--- src/hw/rtl/websocket_frame_deframer_top_macros.svh ---
// ----------------------------------------------------------------------------
// websocket_frame_deframer_top_macros
// Assertion macros for the deframer; ASSERT_OFF removes them.
// ----------------------------------------------------------------------------
`ifndef WEBSOCKET_FRAME_DEFRAMER_TOP_MACROS_SVH
`define WEBSOCKET_FRAME_DEFRAMER_TOP_MACROS_SVH
`ifndef ASSERT_OFF
`define WSD_ASSERT(lbl, prop, msg) \
	lbl: assert property (@(posedge clk) disable iff (!arst_n) prop) else $error(msg);
`define WSD_ASSERT_NEVER(lbl, cond, msg) \
	`WSD_ASSERT(lbl, !(cond), msg)
`else
`define WSD_ASSERT(lbl, prop, msg)
`define WSD_ASSERT_NEVER(lbl, cond, msg)
`endif
`endif

--- src/hw/rtl/wsd_pkg.sv ---
// ----------------------------------------------------------------------------
// wsd_pkg
// Types and constants shared by the deframer modules.
// ----------------------------------------------------------------------------
package wsd_pkg;

	localparam int MAX_CHUNK_BYTES = 8191;
	localparam int CNT_W = $clog2(MAX_CHUNK_BYTES + 1);
	localparam int LEN_W = 16;
	localparam logic [12:0] LEN_FIELD_MAX = 13'h1FFF;

	localparam int QDEPTH = 4;
	localparam int QPTR_W = $clog2(QDEPTH);

	localparam logic [1:0] ST_OK = 2'd0;
	localparam logic [1:0] ST_SHORT = 2'd1;
	localparam logic [1:0] ST_NOT_TEXT = 2'd2;

	typedef struct packed {
		logic [7:0] in_byte;
		logic       chunk_end;
	} ws_in_t;

	typedef struct packed {
		logic [7:0]  payload_byte;
		logic        byte_valid;
		logic        chunk_done;
		logic [1:0]  status;
		logic [12:0] payload_length;
	} ws_out_t;

	// classified request from the parser to the output side
	typedef struct packed {
		logic [7:0]       data;
		logic [7:0]       key;
		logic             is_payload;
		logic             is_end;
		logic [1:0]       status;
		logic             len_big;
		logic [LEN_W-1:0] len_low;
	} wsd_op_t;

	typedef struct packed {
		logic full;
		logic empty;
	} wsd_q_stat_t;

endpackage

--- src/hw/rtl/websocket_frame_deframer_top.sv ---
// ----------------------------------------------------------------------------
// websocket_frame_deframer_top
// Text-frame deframer: parser, request queue, output stage.
//
//   channel   handshake     payload
//   item      push / full   ws_in_t  (in_byte, chunk_end)
//   result    pop / empty   ws_out_t (payload_byte, byte_valid, chunk_done,
//                                     status, payload_length)
//
// A byte is taken each cycle unless full; parser state updates with it.
// Results pass through the request queue and the output register.
// full rises only when the four-entry request queue is full.
// Reset is asynchronous and clears all control state; no clearing pass.
// ----------------------------------------------------------------------------
`include "websocket_frame_deframer_top_macros.svh"
module websocket_frame_deframer_top (
	input  logic             clk,
	input  logic             arst_n,
	input  logic             push,
	output logic             full,
	input  wsd_pkg::ws_in_t  item,
	output logic             empty,
	input  logic             pop,
	output wsd_pkg::ws_out_t result
);
	import wsd_pkg::*;

	wsd_op_t     op, head;
	logic        op_push, accept, q_pop;
	wsd_q_stat_t q_stat;

	assign full = q_stat.full;
	assign accept = push && !q_stat.full;

	wsd_front u_front (
		.clk     (clk),
		.arst_n  (arst_n),
		.item    (item),
		.accept  (accept),
		.op      (op),
		.op_push (op_push)
	);

	wsd_queue u_queue (
		.clk    (clk),
		.arst_n (arst_n),
		.push   (op_push),
		.din    (op),
		.pop    (q_pop),
		.dout   (head),
		.stat   (q_stat)
	);

	wsd_back u_back (
		.clk    (clk),
		.arst_n (arst_n),
		.head   (head),
		.q_stat (q_stat),
		.q_pop  (q_pop),
		.pop    (pop),
		.result (result),
		.empty  (empty)
	);

	`WSD_ASSERT(a_full_has_data, q_stat.full |-> !q_stat.empty, "queue full yet empty")
	`WSD_ASSERT_NEVER(a_empty_result, !empty && !result.chunk_done && !result.byte_valid, "result with no content")
	`WSD_ASSERT_NEVER(a_status_no_end, !empty && !result.chunk_done && result.status != ST_OK, "status off chunk end")
	`WSD_ASSERT_NEVER(a_len_not_ok, !empty && result.payload_length != 13'd0 && result.status != ST_OK, "length with error")

endmodule

--- src/hw/rtl/wsd_front.sv ---
// ----------------------------------------------------------------------------
// wsd_front
// Header parser: tracks frame phase, length, mask key; classifies each byte.
// ----------------------------------------------------------------------------
module wsd_front (
	input  logic            clk,
	input  logic            arst_n,
	input  wsd_pkg::ws_in_t item,
	input  logic            accept,
	output wsd_pkg::wsd_op_t op,
	output logic            op_push
);
	import wsd_pkg::*;

	localparam logic [2:0] PH_FIRST = 3'd0;
	localparam logic [2:0] PH_SECOND = 3'd1;
	localparam logic [2:0] PH_EXTLEN = 3'd2;
	localparam logic [2:0] PH_MASK = 3'd3;
	localparam logic [2:0] PH_PAYLOAD = 3'd4;
	localparam logic [2:0] PH_TAIL = 3'd5;

	logic [2:0]       phase_q, phase_n;
	logic [3:0]       hcnt_q, hcnt_n;
	logic [LEN_W-1:0] len_q, len_n;
	logic             big_q, big_n;
	logic             ext16_q, ext16_n;
	logic             mask_q, mask_n;
	logic [31:0]      key_q, key_n;
	logic [CNT_W-1:0] pcnt_q, pcnt_n;
	logic             err_q, err_n;
	logic [CNT_W-1:0] chunk_q, chunk_n;

	logic       after_len, start_pay, is_pay;
	logic [7:0] key_b, b;
	logic [1:0] st;

	assign b = item.in_byte;

	always_comb begin
		phase_n = phase_q;
		hcnt_n = hcnt_q;
		len_n = len_q;
		big_n = big_q;
		ext16_n = ext16_q;
		mask_n = mask_q;
		key_n = key_q;
		pcnt_n = pcnt_q;
		err_n = err_q;
		chunk_n = chunk_q;
		after_len = 1'b0;
		start_pay = 1'b0;
		is_pay = 1'b0;
		key_b = 8'h00;
		if (chunk_q < CNT_W'(MAX_CHUNK_BYTES)) begin
			chunk_n = chunk_q + 1'b1;
			unique case (phase_q)
				PH_FIRST: begin
					if (b[3:0] != 4'h1) err_n = 1'b1;
					phase_n = PH_SECOND;
				end
				PH_SECOND: begin
					if (err_q) begin
						phase_n = PH_TAIL;
					end else begin
						mask_n = b[7];
						ext16_n = (b[6:0] == 7'd126);
						hcnt_n = 4'd0;
						big_n = 1'b0;
						if (b[6:1] == 6'h3F) begin
							len_n = '0;
							phase_n = PH_EXTLEN;
						end else begin
							len_n = LEN_W'(b[6:0]);
							after_len = 1'b1;
						end
					end
				end
				PH_EXTLEN: begin
					len_n = {len_q[LEN_W-9:0], b};
					big_n = big_q | (len_q[LEN_W-1:LEN_W-8] != 8'h00);
					hcnt_n = hcnt_q + 1'b1;
					if (hcnt_n >= (ext16_q ? 4'd2 : 4'd8)) after_len = 1'b1;
				end
				PH_MASK: begin
					key_n = {key_q[23:0], b};
					hcnt_n = hcnt_q + 1'b1;
					if (hcnt_n >= 4'd4) start_pay = 1'b1;
				end
				PH_PAYLOAD: begin
					is_pay = 1'b1;
					if (mask_q) begin
						unique case (pcnt_q[1:0])
							2'd0: key_b = key_q[31:24];
							2'd1: key_b = key_q[23:16];
							2'd2: key_b = key_q[15:8];
							default: key_b = key_q[7:0];
						endcase
					end
					pcnt_n = pcnt_q + 1'b1;
					if (!big_q && (LEN_W'(pcnt_n) >= len_q)) phase_n = PH_TAIL;
				end
				default: ;
			endcase
			if (after_len) begin
				hcnt_n = 4'd0;
				if (mask_n) phase_n = PH_MASK;
				else start_pay = 1'b1;
			end
			if (start_pay) begin
				pcnt_n = '0;
				phase_n = (!big_n && len_n == '0) ? PH_TAIL : PH_PAYLOAD;
			end
		end
	end

	always_comb begin
		priority if (phase_n == PH_FIRST || phase_n == PH_SECOND) st = ST_SHORT;
		else if (err_n) st = ST_NOT_TEXT;
		else if (phase_n != PH_TAIL) st = ST_SHORT;
		else st = ST_OK;
	end

	always_comb begin
		op.data = b;
		op.key = key_b;
		op.is_payload = is_pay;
		op.is_end = item.chunk_end;
		op.status = st;
		op.len_big = big_n;
		op.len_low = len_n;
	end

	assign op_push = accept && (is_pay || item.chunk_end);

	always_ff @(posedge clk or negedge arst_n) begin
		if (!arst_n) begin
			phase_q <= PH_FIRST;
			hcnt_q <= '0;
			len_q <= '0;
			big_q <= 1'b0;
			ext16_q <= 1'b0;
			mask_q <= 1'b0;
			key_q <= '0;
			pcnt_q <= '0;
			err_q <= 1'b0;
			chunk_q <= '0;
		end else if (accept) begin
			if (item.chunk_end) begin
				phase_q <= PH_FIRST;
				hcnt_q <= '0;
				len_q <= '0;
				big_q <= 1'b0;
				ext16_q <= 1'b0;
				mask_q <= 1'b0;
				key_q <= '0;
				pcnt_q <= '0;
				err_q <= 1'b0;
				chunk_q <= '0;
			end else begin
				phase_q <= phase_n;
				hcnt_q <= hcnt_n;
				len_q <= len_n;
				big_q <= big_n;
				ext16_q <= ext16_n;
				mask_q <= mask_n;
				key_q <= key_n;
				pcnt_q <= pcnt_n;
				err_q <= err_n;
				chunk_q <= chunk_n;
			end
		end
	end

endmodule

--- src/hw/rtl/wsd_queue.sv ---
// ----------------------------------------------------------------------------
// wsd_queue
// Short request queue between parser and output stage.
// ----------------------------------------------------------------------------
module wsd_queue (
	input  logic                 clk,
	input  logic                 arst_n,
	input  logic                 push,
	input  wsd_pkg::wsd_op_t     din,
	input  logic                 pop,
	output wsd_pkg::wsd_op_t     dout,
	output wsd_pkg::wsd_q_stat_t stat
);
	import wsd_pkg::*;

	wsd_op_t           mem_q [QDEPTH];
	logic [QPTR_W-1:0] wr_q, rd_q;
	logic [QPTR_W:0]   cnt_q;
	logic              do_push, do_pop;

	assign stat.full = (cnt_q == (QPTR_W+1)'(QDEPTH));
	assign stat.empty = (cnt_q == '0);
	assign do_push = push && !stat.full;
	assign do_pop = pop && !stat.empty;
	assign dout = mem_q[rd_q];

	always_ff @(posedge clk) begin
		if (do_push) mem_q[wr_q] <= din;
	end

	always_ff @(posedge clk or negedge arst_n) begin
		if (!arst_n) begin
			wr_q <= '0;
			rd_q <= '0;
			cnt_q <= '0;
		end else begin
			if (do_push) wr_q <= wr_q + 1'b1;
			if (do_pop) rd_q <= rd_q + 1'b1;
			unique case ({do_push, do_pop})
				2'b10: cnt_q <= cnt_q + 1'b1;
				2'b01: cnt_q <= cnt_q - 1'b1;
				default: ;
			endcase
		end
	end

endmodule

--- src/hw/rtl/wsd_back.sv ---
// ----------------------------------------------------------------------------
// wsd_back
// Output stage: unmasks payload, saturates length, holds the result.
// ----------------------------------------------------------------------------
module wsd_back (
	input  logic                 clk,
	input  logic                 arst_n,
	input  wsd_pkg::wsd_op_t     head,
	input  wsd_pkg::wsd_q_stat_t q_stat,
	output logic                 q_pop,
	input  logic                 pop,
	output wsd_pkg::ws_out_t     result,
	output logic                 empty
);
	import wsd_pkg::*;

	ws_out_t     res_q, res_n;
	logic        vld_q;
	logic [12:0] sat;

	assign q_pop = !q_stat.empty && (!vld_q || pop);

	always_comb begin
		sat = (head.len_big || head.len_low > LEN_W'(LEN_FIELD_MAX)) ?
			LEN_FIELD_MAX : head.len_low[12:0];
		res_n.payload_byte = head.is_payload ? (head.data ^ head.key) : 8'h00;
		res_n.byte_valid = head.is_payload;
		res_n.chunk_done = head.is_end;
		res_n.status = head.is_end ? head.status : ST_OK;
		res_n.payload_length = (head.is_end && head.status == ST_OK) ? sat : 13'd0;
	end

	always_ff @(posedge clk) begin
		if (q_pop) res_q <= res_n;
	end

	always_ff @(posedge clk or negedge arst_n) begin
		if (!arst_n) vld_q <= 1'b0;
		else if (q_pop) vld_q <= 1'b1;
		else if (pop) vld_q <= 1'b0;
	end

	assign result = res_q;
	assign empty = !vld_q;

endmodule
--- config.mk ---
export PLATFORM = sky130hd
export DESIGN_NAME = websocket_frame_deframer_top
export DESIGN_NICKNAME = d
export VERILOG_FILES = /design/src/hw/rtl/wsd_pkg.sv /design/src/hw/rtl/websocket_frame_deframer_top.sv /design/src/hw/rtl/wsd_front.sv /design/src/hw/rtl/wsd_queue.sv /design/src/hw/rtl/wsd_back.sv
export VERILOG_INCLUDE_DIRS = /design/src /design/src/hw/rtl
export SDC_FILE = /design/constraint.sdc
export NUM_CORES = 1
export LEC_CHECK = 0
export BUFFER_PORTS_ARGS = -buffer_cell sky130_fd_sc_hd__buf_2
export CAP_MARGIN = 20
export CELL_PAD_IN_SITES_DETAIL_PLACEMENT = 1
export CELL_PAD_IN_SITES_GLOBAL_PLACEMENT = 1
export CORE_MARGIN = 3
export CORE_UTILIZATION = 46
export DETAILED_ROUTE_END_ITERATION = 6
export PLACE_DENSITY = 0.77
export SLEW_MARGIN = 20
export SYNTH_ARGS = -nofsm -noshare
export SYNTH_HDL_FRONTEND = slang
export SYNTH_HIERARCHICAL = 1
export SYNTH_SLANG_ARGS = --single-unit
--- constraint.sdc ---
create_clock -name clk -period 4.25 [get_ports clk]
set_input_delay 0.425 -clock clk [delete_from_list [all_inputs] [get_ports clk]]
set_output_delay 0.425 -clock clk [all_outputs]
set_load 0.005 [all_outputs]
==> flow_summary.ini <==
[run_status]
status = finished, final reports clean

[global_routing]
grt_max_degree = 72
grt_pass1_vias = 7519
grt_pass1_wl_mm = 42.4
gr-total-overflow = 0
globalRouteTotalUtil_pct = 19.1
grt_antenna_before_repair = 0

[final_layout]
utilization_pct = 53.5
antennaDiodeCount = 0
drive_above_1_share_pct = 18.3
layoutNonFillerInstCount = 1199
syn2layout_area_growth_pct = 12.7
nNetsFinal = 893
fill_cells = 2424

[cts]
path_clk_slew_ns = 0.06
cts-buffers-inserted = 28
h-tree-depth = 1
cts_tree = yes
clk_latency_ns = 0.56
post_cts_buffers = 0
cts_root_buffer = clkbuf_16
numClockSinks = 266
ctsHoldBuffers = 0
cts_resized = 0
ctsLongestPathBuffers = 3

[timing]
clock_skew_ns = 0.0150
hold_violations = 0
min_period_ns = 3.39
slew_violations = 0
tightest_slew_ns = 1.07
fmax_mhz = 295
tns_ns = 0
relSlewSlack_pct = 28.9
rsz0062_at_grt = no
period_share_pct = 79.8
timing.hold.ws_ns = 0.00743
setup_violations = 0

[detailed_routing]
dr.pass1.iters = 4
vias_per_cell = 5.90
post_drt_wl_per_cell_um = 21.9
antenna_left = 0
first_iter_violations = 444
vias = 7069
wirelength_mm = 26.3
drc_errors = 0

[setup_path]
startpoint = u_front/chunk_q[0]
r2r-start = u_front/chunk_q[0]
cp.arrival_ns = 3.59
cp_max_fo = 37
start_kind = flip-flop
crit_type = reg -> reg
cp.required_ns = 4.44
crit_path_end_kind = flip-flop

[logic_synthesis]
synthDistinctLibCells = 67
synth-seq-area-share_pct = 64.2
syn_avg_cell_area_um2 = 14.3
synth_top_cells_by_area = edfxtp_1, dfrtp_1, mux4_2
syn_nets = 857
yosysWarnings = 6
async_reset_ff_share_pct = 35.0
ys_ff_latch = 266
synth_ff_type = edfxtp_1
yosysTopAreaCellShare_pct = 44.3
synth_area_um2 = 11700
yosys.area.top_type = edfxtp_1
syn_inst = 817
synth_edf_count = 173

[power_and_ir_drop]
ir_worst_vdd_mv = 0.432
total_leakage_power_nw = 5.13
cellPowerDensity_nw_per_um2 = 671
power.total_w = 0.00886

[floorplanning]
row_count = 57
initial_utilization_pct = 47.5
die-width_um = 166
core-area_um2 = 24700
pin_count = 40
die_h_um = 166
dieArea_um2 = 27400

[place]
dp_hpwl_mm = 16.8
gp_congestion = 0.855
io_buffers = 39
dp_cells = 1147

[job]
drv_cap = 0

[min_path]
hold_path.class = in -> async
==> state kept, by name, indices dropped and copies added, names as in the netlist, 2 cells and up <==
name and cells:
u_front/len_q 16, u_queue/mem_q 148, u_front/pcnt_q 13, u_front/key_q 32
u_queue/rd_q 2, u_queue/cnt_q 3, u_front/phase_q 3, u_front/chunk_q 13
u_back/result 25, u_queue/wr_q 2, u_front/hcnt_q 4
==> area by class of cell <==
type | instances | area, um2 | area share [%]
multi-input cells | 475 | 3830 | 29.0
repair buffers | 51 | 288 | 2.18
well taps | 324 | 405 | 3.07
inverters | 31 | 116 | 0.881
clock inverters | 21 | 294 | 2.23
flip-flops and latches | 266 | 7520 | 57.0
clock buffers | 31 | 743 | 5.63
==> cells by family after synthesis <==
logic type                 after synthesis  share of synthesized area (%)
AOI/OAI and AO/OA                      187                           11.8
buffers and inverters                   76                           3.17
muxes                                   39                           7.29
xor gates and xnor gates                32                           2.39
adders and majority gates               27                           2.95
and+or+nand+nor                        190                           8.19
DFF                                    266                           64.2
==> routing by layer <==
metal | part of all wire, % | vias up | routed length (um) | GRT usage (%)
li1 | - | 3186 | - | -
met1 | 45 | 3660 | 11700 | 26.3
met2 | 49 | 178 | 12800 | 31.9
met3 | 4.3 | 45 | 1120 | 2.88
met4 | 2.5 | 0 | 650 | 5.17
met5 | 0 | - | 0 | 0
==> synthesized netlist by cell type, types with 21 or more instances <==
cell and instances:
edfxtp_1 173, dfrtp_1 93, a22o_1 57, nand2_1 55
nor2_1 48, o21ai_0 38, mux4_2 37, inv_1 31
ha_1 26, xor2_1 22, a21oi_1 21, clkbuf_1 21
==> per-stage QoR <==
step	setup WS, ns	area (um2)
finish	0.859	13200
global route	0.663	13200
CTS	0.914	13200
detailed placement	0.913	12200
global placement	1.01	12200
floorplan	1.06	11700
==> worst max-delay path: stages (launching register included) <==
cell and delay [ns]:
dfrtp_1 0.40, and3_1 0.23, and4_1 0.25, a211oi_1 0.75
o21a_1 0.37, nor2b_2 0.35, and2_2 0.20, buf_4 0.46
==> power breakdown <==
group / leakage (nW) / total, W / switching (W) / internal [W]
registers: 2.87 / 0.00377 / 0.000365 / 0.00341
clock network: 0.478 / 0.00266 / 0.00107 / 0.00159
logic: 1.78 / 0.00243 / 0.00138 / 0.00105
==> cells in the final DEF (no fill, tap or decap), drive strengths merged, types with 5 or more instances in the layout <==
master    count
and3         10
nand3        12
bufinv        5
xnor2        10
nor3          9
o21a         15
ha           26
xor2         22
inv          32
mux4         37
clkbuf       31
nand2b        8
a222oi        8
a21oi        21
o21ai        40
nand4         5
a21o          9
nand2        55
clkinv        7
and2         16
clkinvlp      8
a211oi        6
a22o         57
nor2         48
nor3b         6
buf          51
edfxtp      173
dfrtp        93
==> final timing paths <==
kind | end | slack, ns | cells after the start
max reg2reg | u_queue/mem_q[1][17] | 0.86 | 7
min | u_front/hcnt_q[0] | 0.007 | 1
min reg2reg | u_front/chunk_q[1] | 0.51 | 2
max in group asynchronous | u_front/key_q[11] | 3.39 | 2
max | u_queue/mem_q[1][17] | 0.86 | 7
min in group clk | u_back/vld_q | 0.05 | 2
Note: power is estimated with default switching activity, not from simulation.
